--- src/hdl/assert_macros.svh ---
`ifndef ASSERT_MACROS_SVH
`define ASSERT_MACROS_SVH

// Check a condition at every clock edge out of reset.
`define ASSERT_ALWAYS(lbl, cond, msg) \
  lbl: assert property (@(posedge clk) disable iff (!rst_n) (cond)) else $error(msg);

// Check a consequence in the same cycle.
`define ASSERT_IMPLY(lbl, ante, cons, msg) \
  lbl: assert property (@(posedge clk) disable iff (!rst_n) (ante) |-> (cons)) else $error(msg);

// Check a consequence in the following cycle.
`define ASSERT_NEXT(lbl, ante, cons, msg) \
  lbl: assert property (@(posedge clk) disable iff (!rst_n) (ante) |=> (cons)) else $error(msg);

`endif

--- src/hdl/lrupr_pkg.sv ---
package lrupr_pkg;

  localparam int LRUPR_FRAMES       = 4;
  localparam int LRUPR_PAGE_ID_BITS = 8;
  localparam int LRUPR_FAULT_BITS   = 32;

  typedef struct packed {
    logic hit_found;
    logic empty_found;
  } probe_flags_t;

  typedef struct packed {
    logic apply;
    logic clear;
    logic hit;
  } upd_cmd_t;

  typedef enum logic [1:0] {
    S_IDLE,
    S_WALK,
    S_HOLD
  } ctrl_state_t;

endpackage

--- src/hdl/lrupr_if.sv ---
interface lrupr_in_if #(
  parameter int PAGE_ID_BITS = lrupr_pkg::LRUPR_PAGE_ID_BITS
);
  logic                    valid;
  logic                    ready;
  logic [PAGE_ID_BITS-1:0] page_id;
  logic                    end_of_string;

  modport source (output valid, page_id, end_of_string, input ready);
  modport sink   (input valid, page_id, end_of_string, output ready);
endinterface

interface lrupr_out_if #(
  parameter int FRAMES       = lrupr_pkg::LRUPR_FRAMES,
  parameter int PAGE_ID_BITS = lrupr_pkg::LRUPR_PAGE_ID_BITS
);
  logic                                   valid;
  logic                                   ready;
  logic                                   hit;
  logic [$clog2(FRAMES)-1:0]              frame;
  logic                                   evicted_valid;
  logic [PAGE_ID_BITS-1:0]                evicted_page;
  logic [lrupr_pkg::LRUPR_FAULT_BITS-1:0] fault_count;

  modport source (output valid, hit, frame, evicted_valid, evicted_page, fault_count,
                  input ready);
  modport sink   (input valid, hit, frame, evicted_valid, evicted_page, fault_count,
                  output ready);
endinterface

--- src/hdl/lrupr_cell.sv ---
module lrupr_cell #(
  parameter int FRAMES       = lrupr_pkg::LRUPR_FRAMES,
  parameter int PAGE_ID_BITS = lrupr_pkg::LRUPR_PAGE_ID_BITS,
  parameter int CELL_IDX     = 0
) (
  input  logic                        clk,
  input  logic                        rst_n,
  input  logic                        tok_i,
  input  lrupr_pkg::probe_flags_t     flags_i,
  input  logic [PAGE_ID_BITS-1:0]     page_i,
  input  logic [$clog2(FRAMES)-1:0]   hit_idx_i,
  input  logic [$clog2(FRAMES)-1:0]   hit_rank_i,
  input  logic [$clog2(FRAMES)-1:0]   empty_idx_i,
  input  logic [$clog2(FRAMES)-1:0]   best_rank_i,
  input  logic [$clog2(FRAMES)-1:0]   victim_idx_i,
  input  logic [PAGE_ID_BITS-1:0]     victim_page_i,
  output logic                        tok_o,
  output lrupr_pkg::probe_flags_t     flags_o,
  output logic [PAGE_ID_BITS-1:0]     page_o,
  output logic [$clog2(FRAMES)-1:0]   hit_idx_o,
  output logic [$clog2(FRAMES)-1:0]   hit_rank_o,
  output logic [$clog2(FRAMES)-1:0]   empty_idx_o,
  output logic [$clog2(FRAMES)-1:0]   best_rank_o,
  output logic [$clog2(FRAMES)-1:0]   victim_idx_o,
  output logic [PAGE_ID_BITS-1:0]     victim_page_o,
  input  lrupr_pkg::upd_cmd_t         cmd_i,
  input  logic [$clog2(FRAMES)-1:0]   slot_i,
  input  logic [$clog2(FRAMES)-1:0]   hit_rank_upd_i,
  input  logic [PAGE_ID_BITS-1:0]     new_page_i
);
  import lrupr_pkg::*;

  localparam int FB = $clog2(FRAMES);
  localparam logic [FB-1:0] MY_IDX = FB'(CELL_IDX);

  logic [PAGE_ID_BITS-1:0] page_r;
  logic                    valid_r;
  logic                    valid_nxt;
  logic [FB-1:0]           rank_r;
  logic [FB-1:0]           rank_nxt;
  logic                    tok_r;

  probe_flags_t            flags_r;
  probe_flags_t            flags_nxt;
  logic [PAGE_ID_BITS-1:0] ppage_r;
  logic [FB-1:0]           hit_idx_r;
  logic [FB-1:0]           hit_idx_nxt;
  logic [FB-1:0]           hit_rank_r;
  logic [FB-1:0]           hit_rank_nxt;
  logic [FB-1:0]           empty_idx_r;
  logic [FB-1:0]           empty_idx_nxt;
  logic [FB-1:0]           best_rank_r;
  logic [FB-1:0]           best_rank_nxt;
  logic [FB-1:0]           victim_idx_r;
  logic [FB-1:0]           victim_idx_nxt;
  logic [PAGE_ID_BITS-1:0] victim_page_r;
  logic [PAGE_ID_BITS-1:0] victim_page_nxt;

  logic hit_here;
  logic empty_here;
  logic vict_here;
  logic is_slot;

  assign hit_here   = valid_r && (page_r == page_i) && !flags_i.hit_found;
  assign empty_here = !valid_r && !flags_i.empty_found;
  assign vict_here  = (CELL_IDX == 0) || (rank_r > best_rank_i);

  always_comb begin
    flags_nxt.hit_found   = flags_i.hit_found || hit_here;
    flags_nxt.empty_found = flags_i.empty_found || empty_here;
    hit_idx_nxt           = hit_here ? MY_IDX : hit_idx_i;
    hit_rank_nxt          = hit_here ? rank_r : hit_rank_i;
    empty_idx_nxt         = empty_here ? MY_IDX : empty_idx_i;
    best_rank_nxt         = vict_here ? rank_r : best_rank_i;
    victim_idx_nxt        = vict_here ? MY_IDX : victim_idx_i;
    victim_page_nxt       = vict_here ? page_r : victim_page_i;
  end

  always_ff @(posedge clk) begin
    if (!rst_n) begin
      tok_r <= 1'b0;
    end else begin
      tok_r <= tok_i;
    end
  end

  always_ff @(posedge clk) begin
    if (tok_i) begin
      flags_r       <= flags_nxt;
      ppage_r       <= page_i;
      hit_idx_r     <= hit_idx_nxt;
      hit_rank_r    <= hit_rank_nxt;
      empty_idx_r   <= empty_idx_nxt;
      best_rank_r   <= best_rank_nxt;
      victim_idx_r  <= victim_idx_nxt;
      victim_page_r <= victim_page_nxt;
    end
  end

  assign tok_o         = tok_r;
  assign flags_o       = flags_r;
  assign page_o        = ppage_r;
  assign hit_idx_o     = hit_idx_r;
  assign hit_rank_o    = hit_rank_r;
  assign empty_idx_o   = empty_idx_r;
  assign best_rank_o   = best_rank_r;
  assign victim_idx_o  = victim_idx_r;
  assign victim_page_o = victim_page_r;

  assign is_slot = (slot_i == MY_IDX);

  always_comb begin
    valid_nxt = valid_r;
    rank_nxt  = rank_r;
    if (cmd_i.clear) begin
      valid_nxt = 1'b0;
      rank_nxt  = '0;
    end else if (is_slot) begin
      valid_nxt = 1'b1;
      rank_nxt  = '0;
    end else if (valid_r && (!cmd_i.hit || (rank_r < hit_rank_upd_i))) begin
      rank_nxt = rank_r + FB'(1);
    end
  end

  always_ff @(posedge clk) begin
    if (!rst_n) begin
      valid_r <= 1'b0;
      rank_r  <= '0;
    end else if (cmd_i.apply) begin
      valid_r <= valid_nxt;
      rank_r  <= rank_nxt;
    end
  end

  always_ff @(posedge clk) begin
    if (cmd_i.apply && is_slot && !cmd_i.hit) begin
      page_r <= new_page_i;
    end
  end

endmodule

--- src/hdl/lru_page_replacement_top.sv ---
// Channel   Dir  Beat
// in_ch     in   page_id, end_of_string
// out_ch    out  hit, frame, evicted_valid, evicted_page, fault_count
//
// A reference walks the row of FRAMES cells, one cell per cycle, then the
// frame set is updated from the result that reached the end of the row.
// Synchronous active-low reset empties every frame and zeroes the fault count.
// A result waits in the output register; the next reference is taken meanwhile,
// and the update stalls only while that register is still full.
`include "assert_macros.svh"

module lru_page_replacement_top #(
  parameter int FRAMES       = lrupr_pkg::LRUPR_FRAMES,
  parameter int PAGE_ID_BITS = lrupr_pkg::LRUPR_PAGE_ID_BITS
) (
  input logic          clk,
  input logic          rst_n,
  lrupr_in_if.sink     in_ch,
  lrupr_out_if.source  out_ch
);
  import lrupr_pkg::*;

  localparam int FB = $clog2(FRAMES);
  localparam int CB = LRUPR_FAULT_BITS;

  logic                    tok         [FRAMES+1];
  probe_flags_t            pr_flags    [FRAMES+1];
  logic [PAGE_ID_BITS-1:0] pr_page     [FRAMES+1];
  logic [FB-1:0]           pr_hit_idx  [FRAMES+1];
  logic [FB-1:0]           pr_hit_rank [FRAMES+1];
  logic [FB-1:0]           pr_empty    [FRAMES+1];
  logic [FB-1:0]           pr_best     [FRAMES+1];
  logic [FB-1:0]           pr_victim   [FRAMES+1];
  logic [PAGE_ID_BITS-1:0] pr_vpage    [FRAMES+1];
  logic [FRAMES-1:0]       tok_vec;

  ctrl_state_t state_r;
  ctrl_state_t state_nxt;
  upd_cmd_t    cmd;
  logic        in_acc;
  logic        out_free;
  logic        walk_done;
  logic        end_r;

  logic          dec_hit;
  logic [FB-1:0] dec_slot;
  logic          dec_evict;
  logic [CB-1:0] fault_r;
  logic [CB-1:0] fault_nxt;

  logic                    out_valid_r;
  logic                    out_hit_r;
  logic [FB-1:0]           out_frame_r;
  logic                    out_ev_valid_r;
  logic [PAGE_ID_BITS-1:0] out_ev_page_r;
  logic [CB-1:0]           out_fault_r;

  assign in_acc    = in_ch.valid && in_ch.ready;
  assign out_free  = !out_valid_r || out_ch.ready;
  assign walk_done = tok[FRAMES];

  assign tok[0]         = in_acc;
  assign pr_flags[0]    = '0;
  assign pr_page[0]     = in_ch.page_id;
  assign pr_hit_idx[0]  = '0;
  assign pr_hit_rank[0] = '0;
  assign pr_empty[0]    = '0;
  assign pr_best[0]     = '0;
  assign pr_victim[0]   = '0;
  assign pr_vpage[0]    = '0;

  for (genvar g = 0; g < FRAMES; g++) begin : g_cell
    assign tok_vec[g] = tok[g+1];
    lrupr_cell #(
      .FRAMES       (FRAMES),
      .PAGE_ID_BITS (PAGE_ID_BITS),
      .CELL_IDX     (g)
    ) u_cell (
      .clk            (clk),
      .rst_n          (rst_n),
      .tok_i          (tok[g]),
      .flags_i        (pr_flags[g]),
      .page_i         (pr_page[g]),
      .hit_idx_i      (pr_hit_idx[g]),
      .hit_rank_i     (pr_hit_rank[g]),
      .empty_idx_i    (pr_empty[g]),
      .best_rank_i    (pr_best[g]),
      .victim_idx_i   (pr_victim[g]),
      .victim_page_i  (pr_vpage[g]),
      .tok_o          (tok[g+1]),
      .flags_o        (pr_flags[g+1]),
      .page_o         (pr_page[g+1]),
      .hit_idx_o      (pr_hit_idx[g+1]),
      .hit_rank_o     (pr_hit_rank[g+1]),
      .empty_idx_o    (pr_empty[g+1]),
      .best_rank_o    (pr_best[g+1]),
      .victim_idx_o   (pr_victim[g+1]),
      .victim_page_o  (pr_vpage[g+1]),
      .cmd_i          (cmd),
      .slot_i         (dec_slot),
      .hit_rank_upd_i (pr_hit_rank[FRAMES]),
      .new_page_i     (pr_page[FRAMES])
    );
  end

  always_ff @(posedge clk) begin
    if (in_acc) begin
      end_r <= in_ch.end_of_string;
    end
  end

  always_comb begin
    state_nxt = state_r;
    unique case (state_r)
      S_IDLE: begin
        if (in_acc) state_nxt = S_WALK;
      end
      S_WALK: begin
        if (walk_done) state_nxt = out_free ? S_IDLE : S_HOLD;
      end
      S_HOLD: begin
        if (out_free) state_nxt = S_IDLE;
      end
      default: state_nxt = S_IDLE;
    endcase
  end

  always_comb begin
    in_ch.ready = 1'b0;
    cmd.apply   = 1'b0;
    unique case (state_r)
      S_IDLE:  in_ch.ready = 1'b1;
      S_WALK:  cmd.apply   = walk_done && out_free;
      S_HOLD:  cmd.apply   = out_free;
      default: in_ch.ready = 1'b0;
    endcase
    cmd.clear = end_r;
    cmd.hit   = dec_hit;
  end

  always_ff @(posedge clk) begin
    if (!rst_n) begin
      state_r <= S_IDLE;
    end else begin
      state_r <= state_nxt;
    end
  end

  assign dec_hit   = pr_flags[FRAMES].hit_found;
  assign dec_evict = !dec_hit && !pr_flags[FRAMES].empty_found;

  always_comb begin
    priority if (dec_hit) begin
      dec_slot = pr_hit_idx[FRAMES];
    end else if (pr_flags[FRAMES].empty_found) begin
      dec_slot = pr_empty[FRAMES];
    end else begin
      dec_slot = pr_victim[FRAMES];
    end
  end

  assign fault_nxt = (!dec_hit && (fault_r != {CB{1'b1}})) ? fault_r + CB'(1) : fault_r;

  always_ff @(posedge clk) begin
    if (!rst_n) begin
      fault_r <= '0;
    end else if (cmd.apply) begin
      fault_r <= end_r ? '0 : fault_nxt;
    end
  end

  always_ff @(posedge clk) begin
    if (!rst_n) begin
      out_valid_r <= 1'b0;
    end else if (cmd.apply) begin
      out_valid_r <= 1'b1;
    end else if (out_ch.ready) begin
      out_valid_r <= 1'b0;
    end
  end

  always_ff @(posedge clk) begin
    if (cmd.apply) begin
      out_hit_r      <= dec_hit;
      out_frame_r    <= dec_slot;
      out_ev_valid_r <= dec_evict;
      out_ev_page_r  <= dec_evict ? pr_vpage[FRAMES] : '0;
      out_fault_r    <= fault_nxt;
    end
  end

  assign out_ch.valid         = out_valid_r;
  assign out_ch.hit           = out_hit_r;
  assign out_ch.frame         = out_frame_r;
  assign out_ch.evicted_valid = out_ev_valid_r;
  assign out_ch.evicted_page  = out_ev_page_r;
  assign out_ch.fault_count   = out_fault_r;

  `ASSERT_ALWAYS(a_one_probe, $onehot0(tok_vec), "more than one reference in the cell row")
  `ASSERT_IMPLY(a_idle_empty, state_r == S_IDLE, tok_vec == '0, "cell row busy while idle")
  `ASSERT_NEXT(a_fault_mono, cmd.apply && !cmd.clear, fault_r >= $past(fault_r), "fault count fell")
  `ASSERT_IMPLY(a_hit_no_evict, out_ch.valid && out_ch.hit, !out_ch.evicted_valid, "eviction on hit")

endmodule
--- src/flat_wrapper.sv ---
// flat-port wrapper written by rule: the top's interface ports become plain ports
module lru_page_replacement_top_flat import lrupr_pkg::*;
#(
  parameter int FRAMES       = lrupr_pkg::LRUPR_FRAMES,
  parameter int PAGE_ID_BITS = lrupr_pkg::LRUPR_PAGE_ID_BITS
)
  (clk, rst_n, in_ch_valid, in_ch_page_id, in_ch_end_of_string, in_ch_ready, out_ch_valid, out_ch_hit, out_ch_frame, out_ch_evicted_valid, out_ch_evicted_page, out_ch_fault_count, out_ch_ready);
  lrupr_in_if #(.PAGE_ID_BITS(PAGE_ID_BITS)) in_ch_i ();
  lrupr_out_if #(.FRAMES(FRAMES), .PAGE_ID_BITS(PAGE_ID_BITS)) out_ch_i ();
  input logic clk;
  input logic rst_n;
  input wire logic [$bits(in_ch_i.valid)-1:0] in_ch_valid;
  input wire logic [$bits(in_ch_i.page_id)-1:0] in_ch_page_id;
  input wire logic [$bits(in_ch_i.end_of_string)-1:0] in_ch_end_of_string;
  output wire logic [$bits(in_ch_i.ready)-1:0] in_ch_ready;
  output wire logic [$bits(out_ch_i.valid)-1:0] out_ch_valid;
  output wire logic [$bits(out_ch_i.hit)-1:0] out_ch_hit;
  output wire logic [$bits(out_ch_i.frame)-1:0] out_ch_frame;
  output wire logic [$bits(out_ch_i.evicted_valid)-1:0] out_ch_evicted_valid;
  output wire logic [$bits(out_ch_i.evicted_page)-1:0] out_ch_evicted_page;
  output wire logic [$bits(out_ch_i.fault_count)-1:0] out_ch_fault_count;
  input wire logic [$bits(out_ch_i.ready)-1:0] out_ch_ready;
  assign in_ch_i.valid = in_ch_valid;
  assign in_ch_i.page_id = in_ch_page_id;
  assign in_ch_i.end_of_string = in_ch_end_of_string;
  assign in_ch_ready = in_ch_i.ready;
  assign out_ch_valid = out_ch_i.valid;
  assign out_ch_hit = out_ch_i.hit;
  assign out_ch_frame = out_ch_i.frame;
  assign out_ch_evicted_valid = out_ch_i.evicted_valid;
  assign out_ch_evicted_page = out_ch_i.evicted_page;
  assign out_ch_fault_count = out_ch_i.fault_count;
  assign out_ch_i.ready = out_ch_ready;
  lru_page_replacement_top #(.FRAMES(FRAMES), .PAGE_ID_BITS(PAGE_ID_BITS)) u_core (.clk(clk), .rst_n(rst_n), .in_ch(in_ch_i), .out_ch(out_ch_i));
endmodule
--- config.mk ---
export PLATFORM = sky130hd
export DESIGN_NAME = lru_page_replacement_top_flat
export DESIGN_NICKNAME = d
export VERILOG_FILES = /design/src/hdl/lrupr_pkg.sv /design/src/hdl/lrupr_if.sv /design/src/hdl/lrupr_cell.sv /design/src/hdl/lru_page_replacement_top.sv /design/src/flat_wrapper.sv
export VERILOG_INCLUDE_DIRS = /design/src /design/src/hdl
export SDC_FILE = /design/constraint.sdc
export NUM_CORES = 1
export LEC_CHECK = 0
export BUFFER_PORTS_ARGS = -buffer_cell sky130_fd_sc_hd__buf_2
export CAP_MARGIN = 20
export CORE_UTILIZATION = 25
export DETAILED_ROUTE_END_ITERATION = 7
export MAX_ROUTING_LAYER = met4
export PLACE_DENSITY = 0.47
export SYNTH_ARGS = -nofsm -noshare
export SYNTH_HDL_FRONTEND = slang
export SYNTH_HIERARCHICAL = 1
export SYNTH_SLANG_ARGS = --single-unit
--- constraint.sdc ---
create_clock -name clk -period 6.9 [get_ports clk]
set_clock_uncertainty 0.1 [all_clocks]
set_input_delay 0.345 -clock clk [delete_from_list [all_inputs] [get_ports clk]]
set_output_delay 0.345 -clock clk [all_outputs]
set_load 0.005 [all_outputs]
==> impl_metrics.yaml <==
global_route:
  grt_pass1_wl_mm: 35.4
  met2_usage_pct: 18.6
  grt_overflow_total: 0
  grt_max_degree: 66
  grt_pass1_vias: 6247
  antenna_found_initial: 0
  grt.busiest_layer: "met2"
  grtUsageMet3_pct: 1.66
  use_met1_pct: 14.0
  grt.total_usage_pct: 11.1
die:
  pin_count: 59
  start_util_pct: 25.5
  rows: 73
  dieHeight_um: 204
  dieArea_um2: 41700
  die_w_um: 204
  core_area_um2: 40000
placement:
  dp_cells: 1357
  place_congestion: 0.807
  port_buffers: 58
  hpwlAfterDp_mm: 15.6
  place_area_um2: 11200
layout:
  final_cells: 1416
  drive_gt1_share_pct: 19.2
  layout.nets: 901
  stdcell_area_um2: 12200
  syn_to_final_growth_pct: 19.1
  diodes: 0
timing:
  finalSetupTns_ns: 0
  timing.fmax_ghz: 0.350
  slew_headroom_pct: 27.5
  rsz0062_at_grt: "no"
  fin_crit_ns: 2.86
  maxSlewViolCount: 0
  hold_ws_ns: 0.0505
  fin_crit_sh_pct: 41.4
  hold_viol_final: 0
  final-setup-viol-count: 0
  worst_pin_slew_ns: 1.08
clock_network:
  cts_htree_levels: 1
  cts_root_buffer: "clkbuf_16"
  ctsResizeCount: 0
  tritoncts: "done"
  clockBufferDepth: 3
  cts_made_buffers: 26
  clk_pin_slew_worst_paths_ns: 0.06
  postCtsHoldBufs: 9
  worstSkewPairLatency_ns: 0.55
  post_cts_buffers: 0
  numClockSinks: 236
job:
  maxCapViolCount: 0
yosys:
  synthCells: 781
  avgSynthCellArea_um2: 13.1
  yosysWarningCount: 6
  syn_area_um2: 10200
pwr:
  switching_share_pct: 20.9
  leakage_nw: 4.07
  cellInternalPower_mw: 2.45
  power.total_mw: 3.10
  pwr-share-seq_pct: 50.8
  switchingPower_uw: 648
  ir_worst_vdd_mv: 0.173
  p_per_area_nw_per_um2: 255
  p_clk_share_pct: 46.0
  p_comb_share_pct: 3.2
setup_path:
  r2r.worst_path.cells: 7
  crit_path_end_kind: "register"
  cp-start-kind: "register"
  crit_fanout: 65
  critPathArrivalTime_ns: 2.94
  path_class: "reg -> reg"
  cp_data_required_time_ns: 6.98
route:
  ant_nets: 0
  post_drt_via_cell_ratio: 4.38
  dr.pass1.iters: 4
  routed_wl_mm: 22.3
  vias: 6208
  drc: 0
  wl_per_cell_um: 15.7
  drtIter0Drc: 405
hold_path:
  hold_path_depth: 3
  hp-class: "in -> reg"
run_status:
  outcome: "completed"
## final timing paths
path                                  from                           endpoint  slack (ns)
min reg2reg  u_core/g_cell[2].u_cell/tok_o      u_core/g_cell[3].u_cell/tok_o        0.36
max                      u_core/state_r[0]  u_core/g_cell[3].u_cell/page_r[0]        4.04
max reg2reg              u_core/state_r[0]  u_core/g_cell[3].u_cell/page_r[0]        4.04
min                            in_ch_valid                  u_core/state_r[0]        0.05
## state kept, by name, indices dropped and copies added, names as in the netlist, 8 cells and up
name	count
u_core/g_cell.u_cell/hit_rank_o	8
u_core/out_ch.fault_count	32
u_core/g_cell.u_cell/page_r	32
u_core/g_cell.u_cell/victim_page_o	32
u_core/g_cell.u_cell/empty_idx_o	8
u_core/g_cell.u_cell/hit_idx_o	8
u_core/out_ch.evicted_page	8
u_core/g_cell.u_cell/flags_o	8
u_core/fault_r	32
u_core/g_cell.u_cell/page_o	32
## metrics by stage
| stage | utilization (%) | setup WS [ns] |
|---|---|---|
| 6_report | 30.4 | 4.04 |
| 5_1_grt | 30.4 | 3.71 |
| 4_1_cts | 30.4 | 3.96 |
| 3_5_place_dp | 27.9 | 3.96 |
| 3_3_place_gp | 27.9 | 4.05 |
| 2_1_floorplan | - | 2.46 |
## power by group through the flow
stage                     logic (mW)  registers [mW]  clock network, mW
final                         0.0977            1.58               1.43
after global routing           0.110            1.58               1.51
after CTS                      0.100            1.58               1.47
after detailed placement      0.0955            1.61                  0
after global placement        0.0948            1.61                  0
after floorplan               0.0596            1.61                  0
## routing by layer
layer | wire length, um | up-vias
met2 | 11000 | 104
met4 | 505 | 0
met3 | 885 | 29
met1 | 9950 | 2993
li1 | - | 3082
met5 | 0 | -
## area by class of cell
class / instances / area [um2]
Inverter: 32 / 120
Multi-Input combinational cell: 493 / 3430
Sequential cell: 236 / 6580
Clock inverter: 16 / 213
Fill cell: 4024 / 27800
Tap cell: 525 / 657
Timing Repair Buffer: 82 / 493
Clock buffer: 32 / 673
## worst max-delay path, cell delays in order (launching register included)
cell     delay (ns)
dfxtp_1        0.36
inv_1          0.08
ha_1           0.34
nand2_1        0.12
nor2_4         0.08
buf_4          0.63
nand3_1        0.21
nor2_1         0.56
## placed cells by master, fill, tap and decap left out, drive strengths merged, types with 4 or more instances in the layout
master / instances
dfxtp: 51
xor2: 26
clkbuf: 32
conb: 13
nor4: 12
clkinv: 11
a31o: 8
and4: 4
a31oi: 17
o22ai: 4
or4: 4
buf: 73
nand3: 19
o21bai: 5
dlygate4sd3: 9
or2: 4
nand2: 52
nor2: 27
a21oi: 23
bufinv: 4
or2b: 4
nand4: 22
o31a: 4
a211oi: 5
o311ai: 5
ha: 17
o21ai: 27
o211ai: 10
nor2b: 7
edfxtp: 185
nand2b: 19
mux2: 33
o21a: 5
xnor2: 36
and2: 23
and3: 8
inv: 32
nor3b: 4
nand4b: 4
nor3: 8
(Power assumes the default switching activity.)
